<file path="src/hw/rtl/swmsd_pkg.sv">
`timescale 1ns / 1ps
// Shared constants and width helpers for the sliding window mean/deviation block.
// No dependencies; imported by the front, back and top-level modules.

package swmsd_pkg;

    // Defaults for the top-level parameters
    localparam int WINDOW_DEPTH_DEF = 64;
    localparam int SAMPLE_BITS_DEF  = 16;

    // Window length register and fill count
    localparam int               LEN_W     = 7;
    localparam logic [LEN_W-1:0] LEN_RESET = 7'd64;
    localparam int               LEN_MAX   = 127;

    // Result formats
    localparam int FRAC_BITS = 8;
    localparam int MEAN_W    = 24;
    localparam int SD_W      = 24;

    localparam int unsigned MEAN_POS_MAX = 32'd8388607;
    localparam int unsigned MEAN_NEG_MAG = 32'd8388608;
    localparam int unsigned SD_MAX       = 32'd8388608;

    // Square root operand: variance term saturated to 48 bits, then scaled by 2^16
    localparam int                   D_SAT_W    = 48;
    localparam logic [D_SAT_W-1:0]   D_SAT_MAX  = '1;
    localparam int                   ROOT_SHIFT = 16;
    localparam int                   ROOT_IN_W  = D_SAT_W + ROOT_SHIFT;
    localparam int                   ROOT_W     = ROOT_IN_W / 2;

    // Depth of the queue between front and back
    localparam int FIFO_DEPTH = 2;

    // Signed running sum: one sign bit beyond depth * largest sample magnitude
    function automatic int sum_width(int depth, int bits);
        return bits + $clog2(depth) + 1;
    endfunction

    // Unsigned running sum of squares
    function automatic int sq_width(int depth, int bits);
        return 2 * bits + $clog2(depth) - 1;
    endfunction

endpackage

</file>
<file path="src/hw/rtl/swmsd_div.sv">
`timescale 1ns / 1ps
// Restoring divider, one quotient bit per cycle: quotient = floor(numer / denom).
// Standalone; used twice by swmsd_back (mean and deviation).

module swmsd_div #(
    parameter int NUM_W = 32,
    parameter int DEN_W = 7
) (
    input  logic             aclk,
    input  logic             aresetn,
    input  logic             start,
    input  logic [NUM_W-1:0] numer,
    input  logic [DEN_W-1:0] denom,
    output logic             done,
    output logic [NUM_W-1:0] quotient
);

    localparam int CNT_W = $clog2(NUM_W + 1);

    logic [NUM_W-1:0] quo_reg;
    logic [DEN_W-1:0] rem_reg;
    logic [DEN_W-1:0] den_reg;
    logic [CNT_W-1:0] cnt_reg;
    logic             busy_reg;
    logic             done_reg;

    logic [DEN_W:0]   trial;
    logic [DEN_W:0]   diff;
    logic             ge;

    assign trial = {rem_reg, quo_reg[NUM_W-1]};
    assign ge    = trial >= {1'b0, den_reg};
    assign diff  = trial - {1'b0, den_reg};

    always_ff @(posedge aclk) begin
        if (!aresetn) begin
            busy_reg <= 1'b0;
            done_reg <= 1'b0;
        end else if (start) begin
            busy_reg <= 1'b1;
            done_reg <= 1'b0;
        end else if (busy_reg && cnt_reg == CNT_W'(NUM_W - 1)) begin
            busy_reg <= 1'b0;
            done_reg <= 1'b1;
        end
    end

    always_ff @(posedge aclk) begin
        if (start) begin
            quo_reg <= numer;
            rem_reg <= '0;
            den_reg <= denom;
            cnt_reg <= '0;
        end else if (busy_reg) begin
            quo_reg <= {quo_reg[NUM_W-2:0], ge};
            rem_reg <= ge ? diff[DEN_W-1:0] : trial[DEN_W-1:0];
            cnt_reg <= cnt_reg + 1'b1;
        end
    end

    assign done     = done_reg;
    assign quotient = quo_reg;

endmodule

</file>
<file path="src/hw/rtl/swmsd_fifo.sv">
`timescale 1ns / 1ps
// Small register queue carrying window snapshots from front to back.
// Standalone; depth comes from the instantiating module.

module swmsd_fifo #(
    parameter int DATA_W = 32,
    parameter int DEPTH  = 2
) (
    input  logic              aclk,
    input  logic              aresetn,
    input  logic              push,
    input  logic [DATA_W-1:0] wr_data,
    output logic              full,
    input  logic              pop,
    output logic              empty,
    output logic [DATA_W-1:0] rd_data
);

    localparam int PTR_W = $clog2(DEPTH);
    localparam int CNT_W = $clog2(DEPTH + 1);

    logic [DATA_W-1:0] slot_reg [DEPTH];
    logic [PTR_W-1:0]  wr_ptr_reg;
    logic [PTR_W-1:0]  rd_ptr_reg;
    logic [CNT_W-1:0]  count_reg;

    assign full    = count_reg == CNT_W'(DEPTH);
    assign empty   = count_reg == '0;
    assign rd_data = slot_reg[rd_ptr_reg];

    always_ff @(posedge aclk) begin
        if (!aresetn) begin
            wr_ptr_reg <= '0;
            rd_ptr_reg <= '0;
            count_reg  <= '0;
        end else begin
            if (push) begin
                wr_ptr_reg <= (wr_ptr_reg == PTR_W'(DEPTH - 1)) ? '0 : wr_ptr_reg + 1'b1;
            end
            if (pop) begin
                rd_ptr_reg <= (rd_ptr_reg == PTR_W'(DEPTH - 1)) ? '0 : rd_ptr_reg + 1'b1;
            end
            if (push && !pop) begin
                count_reg <= count_reg + 1'b1;
            end else if (pop && !push) begin
                count_reg <= count_reg - 1'b1;
            end
        end
    end

    always_ff @(posedge aclk) begin
        if (push) begin
            slot_reg[wr_ptr_reg] <= wr_data;
        end
    end

endmodule

</file>
<file path="src/hw/rtl/swmsd_front.sv">
`timescale 1ns / 1ps
// Front end: window length register, sample store, running sums, snapshot push.
// Depends on swmsd_pkg.

module swmsd_front import swmsd_pkg::*; #(
    parameter int WINDOW_DEPTH = WINDOW_DEPTH_DEF,
    parameter int SAMPLE_BITS  = SAMPLE_BITS_DEF
) (
    input  logic                          aclk,
    input  logic                          aresetn,
    input  logic                          cfg_valid,
    output logic                          cfg_ready,
    input  logic [LEN_W-1:0]              cfg_window_length,
    input  logic                          s_valid,
    output logic                          s_ready,
    input  logic signed [SAMPLE_BITS-1:0] s_sample,
    output logic                          q_push,
    input  logic                          q_full,
    output logic [LEN_W + sum_width(WINDOW_DEPTH, SAMPLE_BITS)
                  + sq_width(WINDOW_DEPTH, SAMPLE_BITS) - 1:0] q_data
);

    localparam int SUM_W   = sum_width(WINDOW_DEPTH, SAMPLE_BITS);
    localparam int SQ_W    = sq_width(WINDOW_DEPTH, SAMPLE_BITS);
    localparam int SQS_W   = 2 * SAMPLE_BITS - 1;
    localparam int PTR_W   = $clog2(WINDOW_DEPTH);
    localparam int CMP_W   = (PTR_W + 1 > LEN_W) ? PTR_W + 1 : LEN_W;
    localparam int LEN_CAP = (WINDOW_DEPTH < LEN_MAX) ? WINDOW_DEPTH : LEN_MAX;

    typedef enum logic [2:0] {
        F_IDLE   = 3'b001,
        F_SQUARE = 3'b010,
        F_UPDATE = 3'b100
    } front_state_t;

    front_state_t state_reg, state_next;

    logic [LEN_W-1:0]              len_reg;
    logic [PTR_W-1:0]              pos_reg;
    logic [LEN_W-1:0]              filled_reg;
    logic signed [SUM_W-1:0]       sum_reg;
    logic [SQ_W-1:0]               sq_reg;

    logic signed [SAMPLE_BITS-1:0] sample_reg;
    logic signed [SAMPLE_BITS-1:0] old_reg;
    logic [PTR_W-1:0]              pos_use_reg;
    logic                          full_reg;
    logic [SQS_W-1:0]              old_sq_reg;
    logic [SQS_W-1:0]              new_sq_reg;

    logic [SAMPLE_BITS-1:0]        store_mem [WINDOW_DEPTH];
    logic [SAMPLE_BITS-1:0]        rd_data_reg;

    logic [LEN_W-1:0]              eff_len;
    logic [PTR_W-1:0]              pos_sel;
    logic [PTR_W-1:0]              pos_next;
    logic [LEN_W-1:0]              fill_next;
    logic signed [SUM_W-1:0]       sum_next;
    logic [SQ_W-1:0]               sq_next;
    logic signed [SUM_W-1:0]       old_ext;
    logic signed [SUM_W-1:0]       new_ext;
    logic signed [2*SAMPLE_BITS-1:0] old_sq_full;
    logic signed [2*SAMPLE_BITS-1:0] new_sq_full;
    logic signed [SAMPLE_BITS-1:0] rd_signed;
    logic                          s_fire;
    logic                          cfg_fire;
    logic                          update_fire;

    // Zero acts as one, anything above the store depth as the depth
    assign eff_len = (len_reg == '0) ? LEN_W'(1)
                   : (len_reg > LEN_W'(LEN_CAP)) ? LEN_W'(LEN_CAP) : len_reg;

    assign pos_sel  = (CMP_W'(pos_reg) >= CMP_W'(eff_len)) ? '0 : pos_reg;
    assign pos_next = (CMP_W'(pos_use_reg) + 1'b1 >= CMP_W'(eff_len)) ? '0
                    : pos_use_reg + 1'b1;

    assign cfg_ready   = state_reg == F_IDLE;
    assign s_ready     = (state_reg == F_IDLE) && !cfg_valid;
    assign cfg_fire    = cfg_valid && cfg_ready;
    assign s_fire      = s_valid && s_ready;
    assign update_fire = (state_reg == F_UPDATE) && !q_full;

    assign rd_signed   = $signed(rd_data_reg);
    assign old_sq_full = rd_signed * rd_signed;
    assign new_sq_full = sample_reg * sample_reg;

    assign old_ext   = full_reg ? SUM_W'(old_reg) : '0;
    assign new_ext   = SUM_W'(sample_reg);
    assign sum_next  = sum_reg - old_ext + new_ext;
    assign sq_next   = sq_reg - (full_reg ? SQ_W'(old_sq_reg) : '0) + SQ_W'(new_sq_reg);
    assign fill_next = full_reg ? filled_reg : filled_reg + 1'b1;

    assign q_push = update_fire;
    assign q_data = {fill_next, sum_next, sq_next};

    always_comb begin
        state_next = state_reg;
        unique case (state_reg)
            F_IDLE: begin
                if (s_fire) state_next = F_SQUARE;
            end
            F_SQUARE: begin
                state_next = F_UPDATE;
            end
            F_UPDATE: begin
                if (!q_full) state_next = F_IDLE;
            end
            default: state_next = F_IDLE;
        endcase
    end

    always_ff @(posedge aclk) begin
        if (!aresetn) begin
            state_reg  <= F_IDLE;
            len_reg    <= LEN_RESET;
            pos_reg    <= '0;
            filled_reg <= '0;
            sum_reg    <= '0;
            sq_reg     <= '0;
        end else begin
            state_reg <= state_next;
            if (cfg_fire) begin
                len_reg    <= cfg_window_length;
                pos_reg    <= '0;
                filled_reg <= '0;
                sum_reg    <= '0;
                sq_reg     <= '0;
            end else if (update_fire) begin
                pos_reg    <= pos_next;
                filled_reg <= fill_next;
                sum_reg    <= sum_next;
                sq_reg     <= sq_next;
            end
        end
    end

    always_ff @(posedge aclk) begin
        if (s_fire) begin
            sample_reg  <= s_sample;
            pos_use_reg <= pos_sel;
            full_reg    <= filled_reg >= eff_len;
        end
        if (state_reg == F_SQUARE) begin
            old_reg    <= rd_signed;
            old_sq_reg <= old_sq_full[SQS_W-1:0];
            new_sq_reg <= new_sq_full[SQS_W-1:0];
        end
    end

    // Sample store: read every cycle at the current slot, write on update
    always_ff @(posedge aclk) begin
        if (update_fire) begin
            store_mem[pos_use_reg] <= sample_reg;
        end
        rd_data_reg <= store_mem[pos_sel];
    end

endmodule

</file>
<file path="src/hw/rtl/swmsd_back.sv">
`timescale 1ns / 1ps
// Back end: bit-serial products, integer square root, two dividers, output register.
// Depends on swmsd_pkg and swmsd_div.

module swmsd_back import swmsd_pkg::*; #(
    parameter int SUM_W = 23,
    parameter int SQ_W  = 37
) (
    input  logic                           aclk,
    input  logic                           aresetn,
    input  logic                           q_empty,
    input  logic [LEN_W+SUM_W+SQ_W-1:0]    q_data,
    output logic                           q_pop,
    output logic                           m_valid,
    input  logic                           m_ready,
    output logic [LEN_W-1:0]               m_fill_count,
    output logic signed [MEAN_W-1:0]       m_mean,
    output logic [SD_W-1:0]                m_std_deviation
);

    localparam int ENTRY_W   = LEN_W + SUM_W + SQ_W;
    localparam int MUL_STEPS = (SUM_W > LEN_W) ? SUM_W : LEN_W;
    localparam int MC_W      = $clog2(MUL_STEPS + 1);
    localparam int P1_W      = SQ_W + LEN_W;
    localparam int P2_W      = 2 * SUM_W;
    localparam int D_W       = (P1_W > P2_W) ? P1_W : P2_W;
    localparam int DX_W      = (D_W > D_SAT_W) ? D_W : D_SAT_W + 1;
    localparam int MNUM_W    = SUM_W + FRAC_BITS;
    localparam int MQX_W     = (MNUM_W > MEAN_W + 1) ? MNUM_W : MEAN_W + 1;
    localparam int RC_W      = $clog2(ROOT_W);

    typedef enum logic [4:0] {
        B_IDLE = 5'b00001,
        B_MUL  = 5'b00010,
        B_DIFF = 5'b00100,
        B_SQRT = 5'b01000,
        B_DIV  = 5'b10000
    } back_state_t;

    back_state_t state_reg, state_next;

    logic [LEN_W-1:0]     n_reg;
    logic                 neg_reg;
    logic [D_W-1:0]       acc1_reg, mc1_reg, acc2_reg, mc2_reg;
    logic [LEN_W-1:0]     mp1_reg;
    logic [SUM_W-1:0]     mp2_reg;
    logic [MC_W-1:0]      mul_cnt_reg;
    logic [ROOT_IN_W-1:0] x_reg, res_reg, bit_reg;
    logic [RC_W-1:0]      root_cnt_reg;
    logic                 m_valid_reg;
    logic [LEN_W-1:0]     fill_out_reg;
    logic [MEAN_W-1:0]    mean_out_reg;
    logic [SD_W-1:0]      sd_out_reg;

    logic [LEN_W-1:0]        in_fill;
    logic signed [SUM_W-1:0] in_sum;
    logic [SQ_W-1:0]         in_sq;
    logic [SUM_W-1:0]        in_mag;
    logic                    load;
    logic                    mul_last;
    logic                    root_last;
    logic [D_W-1:0]          diff;
    logic [DX_W-1:0]         diff_x;
    logic [D_SAT_W-1:0]      diff_sat;
    logic [ROOT_IN_W-1:0]    trial, x_next, res_next;
    logic                    root_ge;
    logic                    mean_done, sd_done;
    logic [MNUM_W-1:0]       mean_q;
    logic [ROOT_W-1:0]       sd_q;
    logic [MQX_W-1:0]        mean_qx;
    logic [MEAN_W-1:0]       mean_val;
    logic [SD_W-1:0]         sd_val;
    logic                    out_fire;

    assign in_fill = q_data[ENTRY_W-1 -: LEN_W];
    assign in_sum  = $signed(q_data[SUM_W+SQ_W-1 -: SUM_W]);
    assign in_sq   = q_data[SQ_W-1:0];
    assign in_mag  = in_sum[SUM_W-1] ? (~in_sum + 1'b1) : in_sum;

    assign load      = (state_reg == B_IDLE) && !q_empty;
    assign q_pop     = load;
    assign mul_last  = mul_cnt_reg == MC_W'(MUL_STEPS - 1);
    assign root_last = root_cnt_reg == RC_W'(ROOT_W - 1);

    // n*sum_sq - sum^2, never negative for a consistent window, saturated for the root
    assign diff     = (acc1_reg > acc2_reg) ? acc1_reg - acc2_reg : '0;
    assign diff_x   = DX_W'(diff);
    assign diff_sat = (diff_x > DX_W'(D_SAT_MAX)) ? D_SAT_MAX : diff_x[D_SAT_W-1:0];

    // One step of the digit-by-digit square root; res is a multiple of 2*bit,
    // so res + bit has no carry
    assign trial    = res_reg | bit_reg;
    assign root_ge  = x_reg >= trial;
    assign x_next   = root_ge ? x_reg - trial : x_reg;
    assign res_next = root_ge ? (res_reg >> 1) + bit_reg : res_reg >> 1;

    swmsd_div #(
        .NUM_W (MNUM_W),
        .DEN_W (LEN_W)
    ) u_mean_div (
        .aclk     (aclk),
        .aresetn  (aresetn),
        .start    (load),
        .numer    ({in_mag, FRAC_BITS'(0)}),
        .denom    (in_fill),
        .done     (mean_done),
        .quotient (mean_q)
    );

    swmsd_div #(
        .NUM_W (ROOT_W),
        .DEN_W (LEN_W)
    ) u_sd_div (
        .aclk     (aclk),
        .aresetn  (aresetn),
        .start    ((state_reg == B_SQRT) && root_last),
        .numer    (res_next[ROOT_W-1:0]),
        .denom    (n_reg),
        .done     (sd_done),
        .quotient (sd_q)
    );

    // Truncation toward zero: divide the magnitude, then restore the sign
    assign mean_qx = MQX_W'(mean_q);
    always_comb begin
        if (neg_reg) begin
            mean_val = (mean_qx > MQX_W'(MEAN_NEG_MAG)) ? MEAN_W'(MEAN_NEG_MAG)
                     : MEAN_W'(0) - mean_qx[MEAN_W-1:0];
        end else begin
            mean_val = (mean_qx > MQX_W'(MEAN_POS_MAX)) ? MEAN_W'(MEAN_POS_MAX)
                     : mean_qx[MEAN_W-1:0];
        end
    end

    assign sd_val = (sd_q > ROOT_W'(SD_MAX)) ? SD_W'(SD_MAX) : sd_q[SD_W-1:0];

    assign out_fire = (state_reg == B_DIV) && mean_done && sd_done
                    && (!m_valid_reg || m_ready);

    always_comb begin
        state_next = state_reg;
        unique case (state_reg)
            B_IDLE: begin
                if (load) state_next = B_MUL;
            end
            B_MUL: begin
                if (mul_last) state_next = B_DIFF;
            end
            B_DIFF: begin
                state_next = B_SQRT;
            end
            B_SQRT: begin
                if (root_last) state_next = B_DIV;
            end
            B_DIV: begin
                if (out_fire) state_next = B_IDLE;
            end
            default: state_next = B_IDLE;
        endcase
    end

    always_ff @(posedge aclk) begin
        if (!aresetn) begin
            state_reg   <= B_IDLE;
            m_valid_reg <= 1'b0;
        end else begin
            state_reg <= state_next;
            if (out_fire) begin
                m_valid_reg <= 1'b1;
            end else if (m_ready) begin
                m_valid_reg <= 1'b0;
            end
        end
    end

    always_ff @(posedge aclk) begin
        unique case (state_reg)
            B_IDLE: begin
                if (load) begin
                    n_reg       <= in_fill;
                    neg_reg     <= in_sum[SUM_W-1];
                    acc1_reg    <= '0;
                    acc2_reg    <= '0;
                    mc1_reg     <= D_W'(in_sq);
                    mp1_reg     <= in_fill;
                    mc2_reg     <= D_W'(in_mag);
                    mp2_reg     <= in_mag;
                    mul_cnt_reg <= '0;
                end
            end
            B_MUL: begin
                if (mp1_reg[0]) acc1_reg <= acc1_reg + mc1_reg;
                if (mp2_reg[0]) acc2_reg <= acc2_reg + mc2_reg;
                mc1_reg     <= mc1_reg << 1;
                mc2_reg     <= mc2_reg << 1;
                mp1_reg     <= mp1_reg >> 1;
                mp2_reg     <= mp2_reg >> 1;
                mul_cnt_reg <= mul_cnt_reg + 1'b1;
            end
            B_DIFF: begin
                x_reg        <= {diff_sat, ROOT_SHIFT'(0)};
                res_reg      <= '0;
                bit_reg      <= ROOT_IN_W'(1) << (ROOT_IN_W - 2);
                root_cnt_reg <= '0;
            end
            B_SQRT: begin
                x_reg        <= x_next;
                res_reg      <= res_next;
                bit_reg      <= bit_reg >> 2;
                root_cnt_reg <= root_cnt_reg + 1'b1;
            end
            B_DIV: begin
                if (out_fire) begin
                    fill_out_reg <= n_reg;
                    mean_out_reg <= mean_val;
                    sd_out_reg   <= sd_val;
                end
            end
            default: begin
            end
        endcase
    end

    assign m_valid         = m_valid_reg;
    assign m_fill_count    = fill_out_reg;
    assign m_mean          = $signed(mean_out_reg);
    assign m_std_deviation = sd_out_reg;

endmodule

</file>
<file path="src/hw/rtl/sliding_window_mean_stddev.sv">
`timescale 1ns / 1ps
// Sliding window mean and population standard deviation over signed samples.
// Each accepted sample item enters a circular window of cfg_window_length entries
// (0 acts as 1, values above WINDOW_DEPTH act as WINDOW_DEPTH) and yields one result
// item: fill count, mean (signed, 8 fractional bits) and standard deviation
// (unsigned, 8 fractional bits), both truncated. Any write to the window length
// restarts the window empty; write it only while no item is in flight. The front
// handles one item at a time (store read, squares, sum update) and hands a snapshot
// of the running sums to the back through a 2-entry queue. The back is the slower
// part; for each item it runs queue pop, a bit-serial n*sum_sq and sum^2, root
// setup, a one-bit-per-cycle square root over 32 steps and a 32-step divide by
// the fill count, ending with divide done. The mean divide runs in parallel. A
// finished result sits in the output register while the back already works on
// the next item. No clearing pass after reset.
// Depends on swmsd_pkg, swmsd_front, swmsd_fifo, swmsd_back, swmsd_div.

module sliding_window_mean_stddev import swmsd_pkg::*; #(
    parameter int WINDOW_DEPTH = WINDOW_DEPTH_DEF,
    parameter int SAMPLE_BITS  = SAMPLE_BITS_DEF
) (
    input  logic                          aclk,
    input  logic                          aresetn,

    // Window length register write
    input  logic                          cfg_valid,
    output logic                          cfg_ready,
    input  logic [LEN_W-1:0]              cfg_window_length,

    // Sample items in
    input  logic                          s_valid,
    output logic                          s_ready,
    input  logic signed [SAMPLE_BITS-1:0] s_sample,

    // Result items out
    output logic                          m_valid,
    input  logic                          m_ready,
    output logic [LEN_W-1:0]              m_fill_count,
    output logic signed [MEAN_W-1:0]      m_mean,
    output logic [SD_W-1:0]               m_std_deviation
);

    // Running sum widths follow the window depth and sample width
    localparam int SUM_W   = sum_width(WINDOW_DEPTH, SAMPLE_BITS);
    localparam int SQ_W    = sq_width(WINDOW_DEPTH, SAMPLE_BITS);
    localparam int ENTRY_W = LEN_W + SUM_W + SQ_W;

    // Snapshot of {fill count, running sum, running sum of squares} per item
    logic               q_push;
    logic               q_full;
    logic [ENTRY_W-1:0] q_wr_data;
    logic               q_pop;
    logic               q_empty;
    logic [ENTRY_W-1:0] q_rd_data;

    // Front: register, sample store, running sums
    swmsd_front #(
        .WINDOW_DEPTH (WINDOW_DEPTH),
        .SAMPLE_BITS  (SAMPLE_BITS)
    ) u_front (
        .aclk              (aclk),
        .aresetn           (aresetn),
        .cfg_valid         (cfg_valid),
        .cfg_ready         (cfg_ready),
        .cfg_window_length (cfg_window_length),
        .s_valid           (s_valid),
        .s_ready           (s_ready),
        .s_sample          (s_sample),
        .q_push            (q_push),
        .q_full            (q_full),
        .q_data            (q_wr_data)
    );

    // Decoupling queue so front and back stall independently
    swmsd_fifo #(
        .DATA_W (ENTRY_W),
        .DEPTH  (FIFO_DEPTH)
    ) u_fifo (
        .aclk    (aclk),
        .aresetn (aresetn),
        .push    (q_push),
        .wr_data (q_wr_data),
        .full    (q_full),
        .pop     (q_pop),
        .empty   (q_empty),
        .rd_data (q_rd_data)
    );

    // Back: statistics engine and output register
    swmsd_back #(
        .SUM_W (SUM_W),
        .SQ_W  (SQ_W)
    ) u_back (
        .aclk            (aclk),
        .aresetn         (aresetn),
        .q_empty         (q_empty),
        .q_data          (q_rd_data),
        .q_pop           (q_pop),
        .m_valid         (m_valid),
        .m_ready         (m_ready),
        .m_fill_count    (m_fill_count),
        .m_mean          (m_mean),
        .m_std_deviation (m_std_deviation)
    );

endmodule
</file>
<file path="config.mk">
export PLATFORM = sky130hd
export DESIGN_NAME = sliding_window_mean_stddev
export DESIGN_NICKNAME = d
export VERILOG_FILES = /design/src/hw/rtl/swmsd_pkg.sv /design/src/hw/rtl/swmsd_div.sv /design/src/hw/rtl/swmsd_fifo.sv /design/src/hw/rtl/swmsd_front.sv /design/src/hw/rtl/swmsd_back.sv /design/src/hw/rtl/sliding_window_mean_stddev.sv
export SDC_FILE = /design/constraint.sdc
export NUM_CORES = 2
export LEC_CHECK = 0
export BUFFER_PORTS_ARGS = -buffer_cell sky130_fd_sc_hd__buf_2
export CORE_ASPECT_RATIO = 1.4
export CORE_MARGIN = 3
export CORE_UTILIZATION = 38
export CTS_CLUSTER_SIZE = 20
export DETAILED_ROUTE_END_ITERATION = 10
export GPL_TIMING_DRIVEN = 0
export PLACE_DENSITY = 0.49
export SLEW_MARGIN = 20
export SYNTH_ARGS = -nofsm -noshare
export SYNTH_HDL_FRONTEND = slang
export SYNTH_HIERARCHICAL = 1
export SYNTH_SLANG_ARGS = --single-unit
</file>
<file path="constraint.sdc">
create_clock -name aclk -period 13.7 [get_ports aclk]
set_input_delay 1.37 -clock aclk [delete_from_list [all_inputs] [get_ports aclk]]
set_output_delay 1.37 -clock aclk [all_outputs]
set_load 0.01 [all_outputs]
</file>
==> impl_metrics.csv <==
group,metric,value,unit
outcome,status,"finished clean",
timing,timing.fmax,113,MHz
critical_path,r2r_start,"u_front/sample_reg[7]$_DFFE_PP_",
floorplan,start_util,38.2,%
floorplan,die_h,649,um
power,leakage,48.3,nW
clocking,clockRootBuffer,"clkbuf_16",
clocking,ctsHoldBuffers,0,
clocking,clock_latency,0.92,ns
clocking,numCtsBuffers,209,
critical_path,crit_slowest_cell,"edfxtp_1",
timing,worstMarginPinSlew,1.19,ns
floorplan,die_area,302000,um^2
placed_design,placed_cell_area,120000,um^2
synthesis,seq_area_frac_synth,50.2,%
synthesis,synth_edf_count,1780,
critical_path,critPathMaxFanout,17,
placed_design,hpwl,280,mm
grt,gr-usage-all-layers,23.1,%
placed_design,dpl.cell_count,13600,
timing,post-route-min-period,8.84,ns
cells_and_area,largest_reg_flops,1024,
clocking,cts.sink_count,1919,
detailed_routing,wl,353,mm
detailed_routing,drt_iter0_drc,4511,
clocking,post-cts-setup-buffer-count,0,
timing,finalSetupViolations,0,
cells_and_area,final_common_cell,"edfxtp_1",
synthesis,synthTopCellsByArea,"edfxtp_1 (48%), fa_1 (9.2%), ha_1 (5.7%), inv_1 (3.6%), mux4_2 (2.6%)",
synthesis,synth_top_area_share,47.7,%
flow_run,cap_violations,0,
grt,antenna_found_initial,7,
critical_path,cp.arrival,9.48,ns
critical_path,cpMostUsedCell,"fa_1",
detailed_routing,firstDrtPassIters,6,
cells_and_area,finalNonFillerCells,14000,
critical_path,cp_slowest_stage_delay,0.67,ns
clocking,cts_tree,"yes",
critical_path,setup.worst_path.class,"flip-flop to flip-flop",
floorplan,row_count,235,
synthesis,syn_inst,9421,
timing,finalSetupTns,0,ns
detailed_routing,postRouteAntennaNets,0,
critical_path,start_kind,"flip-flop",
detailed_routing,via_per_inst,5.34,
synthesis,syn_avg_cell_area,11.9,um^2
detailed_routing,routedWlPerCell,25.3,um
critical_path,worstSetupStartpoint,"u_front/sample_reg[7]$_DFFE_PP_",
timing,period_share,64.5,%
detailed_routing,via_count,74600,
power,peakVddDrop,0.000259,V
critical_path,cp_data_required_time,14.33,ns
timing,grt_setup_unrepaired,"no",
grt,overflow,0,
synthesis,ys.flop_type,"edfxtp_1",
placed_design,portBuffers,85,
clocking,cts_resized,0,
clocking,cts_max_level,4,
synthesis,ys_warn_count,6,
placed_design,gp_congestion,0.954,
grt,grt_pass1_vias,78100,
timing,finalHoldViolCount,0,
cells_and_area,drive_above_1_share,11.5,%
grt,grt_max_degree,57,
hold_path,min_from,"u_front/sq_reg[23]$_SDFFE_PP0P_",
synthesis,syn_area,112000,um^2
floorplan,coreArea,293000,um^2
detailed_routing,drc,0,
power,powerDensity,168,nW/um^2
floorplan,num_io_pins,86,
cells_and_area,post-route-cell-area,127000,um^2
clocking,clockBufferDepth,4,
synthesis,async_flop_share,0,%
timing,final_max_slew_viol_count,0,
hold_path,hold_path_class,"flip-flop to flip-flop",
grt,grt_first_pass_wirelength,516,mm
cells_and_area,nets,10900,
cells_and_area,area_delta_synth_final,13.4,%
cells_and_area,final_cell_mix,"edfxtp_1 (1780), inv_1 (1067), nand2_1 (738)",
timing,slew_headroom,20.5,%
synthesis,ys_ff_latch,1919,
critical_path,critPathCaptureType,"flip-flop",
synthesis,yosysUniqueCellTypes,114,
timing,fin_skew,0.0820,ns
floorplan,die_w,465,um
synthesis,yosys.area.top_type,"edfxtp_1",
clocking,path_clk_slew,0.06,ns
==> cells by family after synthesis <==
family	count (synthesis)	share of synthesized area, %
buf+inv	1485	5.14
simple gates	2274	9.74
xor+xnor	410	3.23
fa+ha+maj	1028	14.9
other cells	1	0.00335
flops	1919	50.2
compound gates	1897	11.3
mux	407	5.42
==> metrics by stage <==
step                util [%]  total power, W  worst slack, ns  hold WS (ns)
floorplan                  -          0.0134             6.22         0.406
global placement        40.0          0.0157             2.86         0.439
detailed placement      41.0          0.0159             4.87         0.445
CTS                     43.3          0.0217             4.76         0.458
global route            43.3          0.0227             4.46         0.472
finish                  43.3          0.0214             4.86         0.457
==> cells in the mapped netlist (20+ instances only) <==
cell type	instances
a211o_1	29
a211oi_1	86
a21boi_0	32
a21o_1	173
a21oi_1	470
a22oi_1	24
a2bb2oi_1	81
a311oi_1	20
a31o_2	25
a31oi_1	61
and2_1	232
and3_1	82
buf_1	30
buf_2	57
clkbuf_1	301
dfxtp_1	139
edfxtp_1	1780
fa_1	517
ha_1	511
inv_1	1069
mux2_2	201
mux2_4	30
mux2i_1	48
mux4_2	128
nand2_1	742
nand2b_1	78
nand3_1	112
nand4_1	84
nor2_1	599
nor2b_1	58
nor3_1	82
nor3b_1	39
nor4_1	30
o2111ai_1	23
o211ai_1	28
o21a_1	85
o21ai_0	314
o21bai_1	55
o221ai_1	100
o22ai_1	90
o31ai_1	36
or2_2	20
or3_1	31
xnor2_1	243
xor2_1	165
==> routing by layer <==
metal / up-vias / GRT usage, % / wire, um
met5: - / 0 / 13
met4: 2 / 13.5 / 24300
met3: 695 / 2.29 / 10700
met2: 1636 / 44.9 / 194000
met1: 37500 / 23.9 / 124000
li1: 34800 / - / -
==> worst paths after layout <==
kind                                           end  slack [ns]  cells past startpoint
setup reg to reg  u_front/new_sq_reg[30]$_DFFE_PP_        4.86                     25
setup / recovery  u_front/new_sq_reg[30]$_DFFE_PP_        4.86                     25
hold reg to reg    u_front/sq_reg[23]$_SDFFE_PP0P_        0.46                      2
hold / removal     u_front/sq_reg[23]$_SDFFE_PP0P_        0.46                      2
==> worst max-delay path, delay by kind of cell, from the launching register on <==
| family | cells | cell delay [ns] |
|---|---|---|
| buffers and inverters | 9 | 2.04 |
| adders and majority gates | 7 | 3.25 |
| and+or+nand+nor | 7 | 2.22 |
| DFF | 1 | 0.67 |
| AOI/OAI and AO/OA | 2 | 0.35 |
==> where the power goes <==
group | switching (W) | internal [W]
logic | 0.00495 | 0.00318
registers | 0.000331 | 0.00723
clock network | 0.00240 | 0.00331
total | 0.00768 | 0.0137
==> area by class of cell <==
cell class	count	area [um^2]
fillers	27500	166000
flip-flops and latches	1919	56200
multi-input cells	6024	50400
clock buffers	276	5710
well taps	3910	4890
inverters	1082	4060
repair buffers	240	2950
plain buffers	403	1710
clock inverters	103	1100
diodes	5	12.5
Note: power is estimated with default switching activity, not from simulation.
